[config.mk]
export PLATFORM = sky130hd
export DESIGN_NAME = mcbd_ram
export DESIGN_NICKNAME = d
export VERILOG_FILES = /design/src/hw/rtl/mcbd_ram.sv
export SDC_FILE = /design/constraint.sdc
export NUM_CORES = 1
export LEC_CHECK = 0
export ABC_AREA = 0
export BUFFER_PORTS_ARGS = -buffer_cell sky130_fd_sc_hd__clkbuf_2
export CORE_AREA = 3 3 121 88
export DETAILED_ROUTE_END_ITERATION = 8
export DIE_AREA = 0 0 124 91
export PLACE_DENSITY = 0.77
export SLEW_MARGIN = 20
export SYNTH_ARGS = -nofsm -noshare
export SYNTH_HDL_FRONTEND = slang
export SYNTH_SLANG_ARGS = --single-unit
[constraint.sdc]
create_clock -name clk -period 3.35 [get_ports clk]
set_input_delay 0.5025 -clock clk [delete_from_list [all_inputs] [get_ports clk]]
set_output_delay 0.5025 -clock clk [all_outputs]
set_load 0.02 [all_outputs]
[src/hw/rtl/mcbd_ram.sv]
// ----------------------------------------------------------------------------
// mcbd_ram
// Simple dual-port RAM: one write port, one read port with registered data.
// ----------------------------------------------------------------------------
module mcbd_ram #(
  parameter int WIDTH = 8,
  parameter int DEPTH = 16
) (
  input  logic                     clk,
  input  logic                     we,
  input  logic [$clog2(DEPTH)-1:0] waddr,
  input  logic [WIDTH-1:0]         wdata,
  input  logic                     re,
  input  logic [$clog2(DEPTH)-1:0] raddr,
  output logic [WIDTH-1:0]         rdata
);

  logic [WIDTH-1:0] mem [DEPTH];

  always_ff @(posedge clk) begin
    if (we) begin
      mem[waddr] <= wdata;
    end
    if (re) begin
      rdata <= mem[raddr];
    end
  end

endmodule

# == Yosys cells after proc, flatten, opt, wreduce, memory -nomap -nowiden ==
# Memory sizes are Yosys's and may differ from the RTL's. A register that Yosys moved wholly into a read port is not among the register bits.
# Cells that the tools add are included.
# totals
reg_bits,0
ramBits,128
inputBits,19
out_inout_bits,8
word_cells,3
mem_count,1
# mem_list
name,depth,word_bits,rd,rd_ports_with_merged_regs,wr,line_no,source
mem,16,8,1,1,1,18,logic [WIDTH-1:0] mem [DEPTH];
# op_classes
mux,2
# ops
op,n
$mux W1,2

# == Longest topological paths before layout ==
# logic_depth
word_depth,2
ltp_mapped,5
depth_no_buf,3

# == Worst setup path after synthesis ==
# OpenSTA, ideal clock, no wires.
# synth_timing
kind,input-to-reg
startpoint,input port waddr[2]
endpoint,memory mem[0][0] (enable)
setup_ns,0.383
arrival_ns,1.612
t_required_ns,2.967
setup_slack_ns,1.355
stages,2
n_path_buf,0
cell_sequence,or3b_2 nor3_1
# synth_rtl
item,line_no,source
start: declaration,11,"input logic [$clog2(DEPTH)-1:0] waddr,"
end: declaration,18,
# Straight into the memory's write port.

==> flow_summary_export.csv <==
group,metric,value,unit
timing,worst_pin_slew,0.968,ns
timing,layout_min_cycle_time,2.04,ns
cells_and_area,antenna_cells,0,
worst_setup_path,critPathCaptureType,"flip-flop",
pwr,leakage,0.00200,uW
timing,tns,0,ns
place,dp_hpwl,6230,um
cells_and_area,syn_to_final_growth,15.6,%
cells_and_area,drive_above_1_share,28.1,%
route,vias,2471,
timing,hold_viol_final,0,
worst_setup_path,worstPathCellList,"clkbuf_2 > buf_12 > mux4_1 > a22oi_1 > nand2_1",
cells_and_area,regArea,0.00408,sq mm
clock_network,clockRootBuffer,"clkbuf_16",
floorplanning,floorplan.rows,30,
worst_setup_path,crit_path_start_kind,"input pin",
route,wl_met2,4650,um
clock_network,cts_made_buffers,17,
grt,grt_antenna_before_repair,0,
worst_hold_path,hold_class,"input pin to flip-flop",
floorplanning,pin_count,27,
cells_and_area,fill_cells,656,
yosys,synthArstFlopShare,0,%
yosys,ys_top_cells_by_count,"136 x edfxtp_1, 18 x mux4_2, 16 x a22oi_1",
clock_network,clkLatencyLatePin,0.41,ns
grt,grt_pass1_wl,15300,um
yosys,ys_types,18,
yosys,synthMuxAreaShare,14.8,%
yosys,synth_edf_count,136,
grt,grt_use_total,19.6,%
worst_setup_path,max_stage_delay,0.63,ns
route,drtAntennaViolNets,0,
timing,drv_slew,0,
worst_setup_path,slowest_stage,"mux4_1",
timing,max-slew-margin-rel,35.2,%
yosys,synth_top_family_by_area,"multiplexers",
floorplanning,core,0.00961,sq mm
yosys,synth_top_area_cell,"edfxtp_1",
grt,grt_max_degree,33,
worst_setup_path,worstSetupPathType,"input pin to flip-flop",
yosys,synth_top_area_share,78.1,%
floorplanning,dieArea,0.0113,sq mm
timing,setup_viol,0,
worst_setup_path,cp_data_required_time,3.50,ns
clock_network,postCtsSetupRepairBufs,0,
place,pre_cts_ws,0.876,ns
grt,gr-total-overflow,0,
route,drc_errors,0,
route,drt_iter0_markers,404,
yosys,synthXorXnorAreaFrac,0,%
worst_setup_path,crit_fanout,18,
pwr,powerDensity,639,mW/mm^2
route,dr.pass1.iters,4,
place,place_congestion,0.738,
clock_network,cts_max_level,4,
yosys,synth_nets,248,
clock_network,clk_pin_slew,0.05,ns
clock_network,clock_sinks,136,
cells_and_area,fin_nets,288,
clock_network,cts_hold_buf,0,
route,routed_via_density,6.04,
route,routed_wl,10100,um
yosys,ys_seq_elements,136,
floorplanning,die_h,91,um
yosys,synth_simple_gate_area_share,3.14,%
timing,rsz0062_at_grt,"false",
route,top_layer,"met4",
yosys,syn_avg_cell_area,22.8,sq um
timing,clock_skew,0.00482,ns
yosys,synth_fa_ha_area_share,0,%
route,met3_length,1060,um
cells_and_area,multi_input_area,0.00106,sq mm
flow_run,max_cap_viol_count,0,
timing,max_freq,0.489,GHz
timing,fin_ws,1.31,ns
worst_setup_path,critPathArrivalTime,2.20,ns
grt,grt_pass1_vias,2502,
route,post_drt_wl_per_cell,24.7,um
clock_network,tritoncts,"yes",
timing,hold_slack,0.523,ns
yosys,ys_warn_count,0,
clock_network,ctsResizeCount,0,
timing,post-route-period-util,61.0,%
floorplanning,initial_core_util,54.4,%
yosys,synthCells,229,
route,met1Wirelength,4290,um
yosys,yosysSeqAreaShare,78.1,%
yosys,yosysMostFrequentCell,"edfxtp_1",
yosys,synth_area_leaders,"edfxtp_1 78%, mux4_2 7.8%, mux4_1 7.0%, a22oi_1 2.3%, nor2_1 0.93%",
floorplanning,die_w,124,um
clock_network,clockBufferDepth,2,
yosys,synth_compound_area_share,2.30,%
yosys,synth_area,0.00523,sq mm
place,io_buffer_count,26,
outcome,status,"completed",
pwr,ir_drop,0.415,mV
yosys,yosys_most_used_dff,"edfxtp_1",
==> report_power, final <==
group / total (uW) / leakage, uW / switching [uW] / internal (uW)
sequential: 1930 / 0.00124 / 10.2 / 1920
clock: 1750 / 0.000257 / 671 / 1080
combinational: 181 / 0.000509 / 111 / 69.3
total: 3860 / 0.00200 / 793 / 3070
==> metal layers <==
layer,global-route usage (%),vias to the layer above
li1,-,1059
met1,29.0,1269
met2,27.4,132
met3,6.54,11
met5,0,-
met4,7.29,0
==> flip-flops by register name, indices dropped and copies added (netlist names) <==
register / cells
mem: 128
rdata: 8
==> stage by stage <==
stage / instance area [sq um] / utilization (%) / power [uW] / cells
finish: 6040 / 62.9 / 3860 / 409
global route: 6040 / 62.9 / 3970 / 409
CTS: 6040 / 62.9 / 3880 / 409
detailed placement: 5480 / 57.0 / 2140 / 378
global placement: 5480 / 57.0 / 2140 / 378
floorplan: 5230 / - / 2070 / 229
==> worst max-delay path: cells and delay by family <==
kind / cells / cell delay [ns]
buffers and inverters: 2 / 0.72
muxes: 1 / 0.63
AOI/OAI and AO/OA: 1 / 0.24
and+or+nand+nor: 1 / 0.09
==> logic make-up after synthesis <==
| logic type | Yosys count |
|---|---|
| and+or+nand+nor | 35 |
| buffers and inverters | 10 |
| muxes | 32 |
| DFF | 136 |
| AOI/OAI and AO/OA | 16 |
==> cell usage in the layout (no fill, tap or decap), drive strengths merged <==
cell      count
edfxtp      136
clkbuf       44
mux4         32
a22oi        16
nor2         13
nand2         9
clkinvlp      6
buf           5
clkinv        5
nor3          4
nand3b        2
nand2b        2
bufinv        2
nor2b         1
and2          1
and2b         1
nand3         1
or3b          1
==> path summary, 6_finish.rpt <==
check,startpoint,to,slack [ns],depth (start not counted)
hold / removal,re,rdata[3],0.52,1
setup / recovery,raddr[0],rdata[3],1.31,5
hold reg to reg,mem[11][1],rdata[1],0.77,3
setup reg to reg,mem[11][6],rdata[6],1.80,3
==> area by class of cell <==
type                            count  area share, %
Tap cell                          128           2.65
Clock inverter                     13           2.19
Clock buffer                       18           7.10
Sequential cell                   136           67.6
Multi-Input combinational cell     83           17.5
Timing Repair Buffer               31           2.98
No activity file was read; power rests on OpenSTA's default activity.
