<file path="src/hw/rtl/mcbd_pkg.sv">
// ----------------------------------------------------------------------------
// mcbd_pkg
// Shared constants and types of the mip chain box downsampler.
// ----------------------------------------------------------------------------
package mcbd_pkg;

  localparam int MAX_DIM_LOG2 = 10;
  localparam int CHANNELS     = 4;
  localparam int NUM_SLOTS    = 4;
  localparam int CH_W         = 8;
  localparam int SUM_W        = CH_W + 1;
  localparam int DIM_W        = 10;
  localparam int LOG2_W       = 4;
  localparam int LVL_W        = 4;
  localparam int LINE_DEPTH   = 1 << MAX_DIM_LOG2;
  localparam int LINE_AW      = MAX_DIM_LOG2;
  localparam int LINE_DW      = NUM_SLOTS * SUM_W;
  localparam int CFG_IDX_W    = 2;

  localparam logic [CFG_IDX_W-1:0] REG_WIDTH_LOG2  = 2'd0;
  localparam logic [CFG_IDX_W-1:0] REG_HEIGHT_LOG2 = 2'd1;

  localparam logic [LOG2_W-1:0] RESET_DIM_LOG2 = 4'd6;

  typedef logic [NUM_SLOTS-1:0][CH_W-1:0]  pixel_t;
  typedef logic [NUM_SLOTS-1:0][SUM_W-1:0] pair_sum_t;

endpackage

</file>
<file path="src/hw/rtl/mcbd_lane.sv">
// ----------------------------------------------------------------------------
// mcbd_lane
// One channel lane: horizontal pair sum and 2x2 truncated mean.
// ----------------------------------------------------------------------------
module mcbd_lane (
  input  logic [mcbd_pkg::CH_W-1:0]  px_i,
  input  logic [mcbd_pkg::CH_W-1:0]  left_i,
  input  logic [mcbd_pkg::SUM_W-1:0] top_i,
  output logic [mcbd_pkg::SUM_W-1:0] pair_o,
  output logic [mcbd_pkg::CH_W-1:0]  avg_o
);

  logic [mcbd_pkg::SUM_W:0] quad;

  assign pair_o = mcbd_pkg::SUM_W'(left_i) + mcbd_pkg::SUM_W'(px_i);
  assign quad   = (mcbd_pkg::SUM_W+1)'(top_i) + (mcbd_pkg::SUM_W+1)'(pair_o);
  assign avg_o  = quad[mcbd_pkg::SUM_W:2];

endmodule

</file>
<file path="config.mk">
export PLATFORM = sky130hd
export DESIGN_NAME = mcbd_lane
export DESIGN_NICKNAME = d
export VERILOG_FILES = /design/src/hw/rtl/mcbd_pkg.sv /design/src/hw/rtl/mcbd_lane.sv
export SDC_FILE = /design/constraint.sdc
export NUM_CORES = 1
export LEC_CHECK = 0
export BUFFER_PORTS_ARGS = -buffer_cell sky130_fd_sc_hd__buf_2
export CAP_MARGIN = 20
export CORE_MARGIN = 2
export CORE_UTILIZATION = 42
export DETAILED_ROUTE_END_ITERATION = 6
export PLACE_DENSITY = 0.78
export SLEW_MARGIN = 10
export SYNTH_ARGS = -nofsm -noshare
export SYNTH_HDL_FRONTEND = slang
export SYNTH_SLANG_ARGS = --single-unit
export TNS_END_PERCENT = 50
</file>
<file path="constraint.sdc">
create_clock -name vclk -period 3.5
set_input_delay 0 -clock vclk [all_inputs]
set_output_delay 0 -clock vclk [all_outputs]
set_load 0.02 [all_outputs]
</file>
* Yosys cells after proc, flatten, opt, wreduce, memory -nomap -nowiden
Cells that the tools add are included.
Storage, ports and cells: register bits 0, bits in latches 0, bits in writable memories 0, ROM bits 0, input bits 25, output and inout bits 17, logic and storage cells 2, memories kept 0
Operators by class: $add $sub $neg 2, multipliers 0, div/mod/pow operators 0, magnitude comparators 0, equal/unequal tests 0, shifts and indexed selects 0, multiplexer cells 0, bitwise gates (word level) 0, reduce and logical (&&, ||, !) cells 0
Operator list (count):
- adder 9 x 9 -> 10 bit | 1
- adder 8 x 8 -> 9 bit | 1

* Logic depth before layout (Yosys ltp)
depth in word-level cells 2, mapped depth 11, depth with buffers taken out 11

* Worst setup path before layout
Ideal clock, no wire load.
kind input-to-output, from input px_i[0] (netlist bit), to output avg_o[6] (netlist bit), data arrival time 2.687 ns, data required time 3.500 ns, path slack 0.813 ns, stages on the path 11, buffers on the path 0, path through ha_1 -> fa_1 -> a21o_1 -> a21oi_1 -> o211ai_1 -> xor2_1 -> ha_1 -> a21oi_1 -> nand2_1 -> a221oi_2 -> xnor2_1
On the way: longest elaborated chain between the ends 2
Ends and longest elaborated chain:
- start: declaration | RTL line mcbd_lane.sv:6 | input logic [mcbd_pkg::CH_W-1:0] px_i,
- adder 8 x 8 -> 9 bit | RTL line mcbd_lane.sv:15 | assign pair_o = mcbd_pkg::SUM_W'(left_i) + mcbd_pkg::SUM_W'(px_i);
- net pair_o, one bit | RTL line mcbd_lane.sv:9 | output logic [mcbd_pkg::SUM_W-1:0] pair_o,
- adder 9 x 9 -> 10 bit | RTL line mcbd_lane.sv:16 | assign quad = (mcbd_pkg::SUM_W+1)'(top_i) + (mcbd_pkg::SUM_W+1)'(pair_o);
- end: declaration | RTL line mcbd_lane.sv:10 | output logic [mcbd_pkg::CH_W-1:0] avg_o
The timed path passes the listed nets, and every way through them passes these cells.

* Worst setup path in the final report
from input px_i[0] (netlist bit), to output avg_o[6] (netlist bit)
On the way: longest elaborated chain between the ends 2
Ends and longest elaborated chain (RTL line):
- adder 8 x 8 -> 9 bit | mcbd_lane.sv:15
- adder 9 x 9 -> 10 bit | mcbd_lane.sv:16
No other way between the ends.

==> summary by stage <==
Detailed routing
The detailed-route wire length is approximately 1.7 mm. Dividing the detail-routed wire length by the instance count gives approximately 12 um. The post-route antenna net violation count is 0. The number of iterations in the first detailed-routing pass is 4.

The routed layout has approximately 830 vias. Using the TritonRoute via totals, the vias-per-cell ratio works out to 5.664. The DRC marker count from the first detailed-route iteration is 8. The post-detailed-route DRC marker count is 0.

Logic synthesis
The count of mapped cells out of synthesis is 89. Yosys printed 0 warnings. The portion of synthesized area spent on multiplexers is 0%. The compound-gate portion of the synthesized area is between 20 and 30%. Of the total synthesized cell area, the portion taken by XOR and XNOR cells is between 10% and 20%.

Of the post-synthesis cell area, the dominant cell type holds a little under a third. The total standard cell area after synthesis is approximately 700 sq um. In the post-synthesis netlist, the biggest area contributors are ha_1 30%, xnor2_1 8.7%, a21o_1 5.3%.

Of the total synthesized cell area, the portion taken by AND, OR, NAND and NOR gates is between 20 and 25%. Counting every net in the synthesized netlist gives ~130. The mean post-synth cell area is approximately 8 sq um. The cell type with the highest aggregate area in the netlist is ha_1.

Of the synthesized area, sequential elements account for 0%. The main combinational cell family by area after synthesis is adder cells. The number of distinct library cells after synthesis is 28.

The synthesized netlist devotes between 30% and 40% of its cell area to adder and majority cells.

Timing
Setup repair after global routing left no endpoint under its margin. Derived from the worst setup path, the maximum achievable clock frequency is around 0.36 GHz. The actual slew at the worst max-slew pin is ~0.45 ns.

The number of hold-slack violations in the final timing report was 0. Counting I/O delays and the setup requirement, the final critical path takes roughly 2.8 ns. In the final timing run, aggregate negative setup slack is 0 ns. The number of pins with negative max-slew slack in the final report is 0.

Setup violations remaining at the end of the flow were counted as 0. The final hold slack is 0.4178 ns. The final worst-path cycle share is 78.96%.

Headroom to the max-slew limit came out at between 60% and 70%.

Cells and area
There are 0 flip-flops and latches. The final cell count without fillers is between 100 and 150. After layout, the clock buffer instance count stands at 0. The antenna diode instance count is 0. The final net count is 175.

The area occupied by registers is 0 sq um. Relative to the synthesized area, the layout overhead comes to 31.80%. The summed area of non-filler cells in the final layout is 933.4 sq um.

The combined area of the multi-input logic cells is 688.2 sq um. Of the cells placed in the final design, the portion with a size suffix greater than 1 is 37.69%. The number of fillers in the final layout is between 100 and 150.

Global route
The pin count of the biggest net entering global routing is 10. The number of antenna violations at the first check in global routing is 0. The global-route wire length before repair is slightly below 3 mm. In the global route stage, overall resource usage came out at around 18%. The via count of the first global-routing pass is approximately 750.

The total overflow left after global routing is 0.

Hold path
The worst hold path begins at left_i[0]. The depth of the worst hold-timing path is 3. For hold timing, the worst endpoint is pair_o[0].

The tightest min-delay check is of the in -> out type.

Power
The clock power share is 0%. Summed over all nets, the switching power comes to 0.0002396 W. Per report_power, the combinational group accounts for 100.0% of the total. The internal power is about 0.00016 W. Of the total power, registers draw 0%. The power density over the cells is 425.7 nW/um^2.

Power comes to between 0.0003 and 0.0004 W. IR analysis of the VDD net gives a maximum drop of ~180 uV. The switching power as a share of total power is between 60% and 70%. In this run the static leakage power is roughly 0.5 nW.

Die
42 I/O pins were placed. The die boundary height is roughly 45 um. The floorplan core area is ~1500 sq um.

The die outline area is ~2000 sq um. The initial cell density of the core is a little under half. The number of standard-cell rows in the floorplan is 14. The die is between 40 and 50 um wide.

Placed design
The HPWL after detailed placement is 1.547 mm. The area of placed instances is 933.4 sq um. The count of placed standard cells including taps is around 150. The number of port buffers is 42. The routability congestion estimate from global placement is roughly 0.78.

Critical path
Data arrives at the worst endpoint at roughly 2.8 ns. The startpoint class of the critical path is an input port. On the worst path, the slowest cell contributes a delay of 0.40 ns. The worst setup path is captured at an output port.

The signal on the critical path passes through buf_2 > ha_1 > fa_1 > a21o_1 > a21oi_1 > o211ai_1 > xor2_1 > ha_1 > a21oi_1 > nand2_1 > a221oi_2 > xnor2_1 > buf_2. Among all stages on the critical path, the largest delay is contributed by fa_1. Of all nets on the critical path, the largest fanout is 4. The kind of critical path is in -> out. Data on the critical path is required at its endpoint by around 3.5 ns.

Run
The number of violations of the max-capacitance limit is 0.

Clock tree
Once the clock tree was built, the setup fixing pass inserted 0 buffers. In this run, post-CTS hold repair placed 0 buffers. The post-cts resize count is 0.

Run status
The run finished with clean final reports.
==> synthesized netlist by cell type (2+ instances only) <==
cell type and n:
a21oi_1 6, nand4_1 2, a211oi_1 2, ha_1 17, nor3_1 4, o21ai_0 2, nand2_1 4, nor2_1 10
and3_1 3, xnor2_1 7, nand3_1 5, inv_1 4, a21o_1 5, xor2_1 4
==> area by class of cell <==
cell class	instances	area share, %
multi-input cells	84	73.73
repair buffers	42	22.52
well taps	16	2.145
inverters	4	1.609
==> worst max-delay path by stage <==
stage / slack [ns] / startpoint / cells past startpoint / end
2_1_floorplan: 0.81 / px_i[0] / 11 / avg_o[6]
3_3_place_gp: 0.89 / px_i[0] / 13 / avg_o[6]
3_5_place_dp: 0.77 / px_i[0] / 13 / avg_o[6]
4_1_cts: 0.76 / px_i[0] / 13 / avg_o[6]
5_1_grt: 0.59 / px_i[0] / 12 / avg_o[5]
6_report: 0.74 / px_i[0] / 13 / avg_o[6]
==> worst max-delay path: cells and delay by family <==
kind,cells,cell delay [ns]
AND/OR/NAND/NOR,1,0.08
buffers and inverters,2,0.28
adder cells (fa/ha/maj),3,0.95
XOR/XNOR,2,0.40
AO/OA/AOI/OAI,5,1.05
==> layer usage <==
metal	vias up	track usage (%)	wire length, um	share of wire, %
met5	-	0	0	0
met4	0	0.5882	0	0
met3	0	0	66	3.8
met2	19	35.43	903	52
met1	383	21.98	755	44
li1	425	-	-	-
==> power groups by stage <==
stage	logic [W]	registers (W)	clock network, W
after CTS	0.000399	0	0
after detailed placement	0.000397	0	0
after floorplan	0.000292	0	0
after global placement	0.000389	0	0
final	0.000397	0	0
after global routing	0.000434	0	0
==> kinds of logic (layout without fill, tap and decap cells) <==
family / count (synthesis) / in the layout
adders and majority gates: 18 / 18
and+or+nand+nor: 31 / 31
buffers and inverters: 5 / 46
AOI/OAI and AO/OA: 24 / 24
xor gates and xnor gates: 11 / 11
==> metrics by stage <==
step | setup WS, ns | utilization (%)
after CTS | 0.7559 | 60.55
after detailed placement | 0.7672 | 60.55
after global routing | 0.5932 | 60.55
final | 0.7364 | 60.55
after global placement | 0.8889 | 60.55
after floorplan | 0.8131 | -
==> layout by cell type, fill, tap and decap left out, types with 2 or more instances in the layout <==
master    instances
a211oi_1          2
a21o_1            5
a21oi_1           6
and3_1            3
buf_2            42
ha_1             17
inv_1             4
nand2_1           4
nand3_1           5
nand4_1           2
nor2_1           10
nor3_1            4
o21ai_0           2
xnor2_1           7
xor2_1            4
No activity file was read; power rests on OpenSTA's default activity.
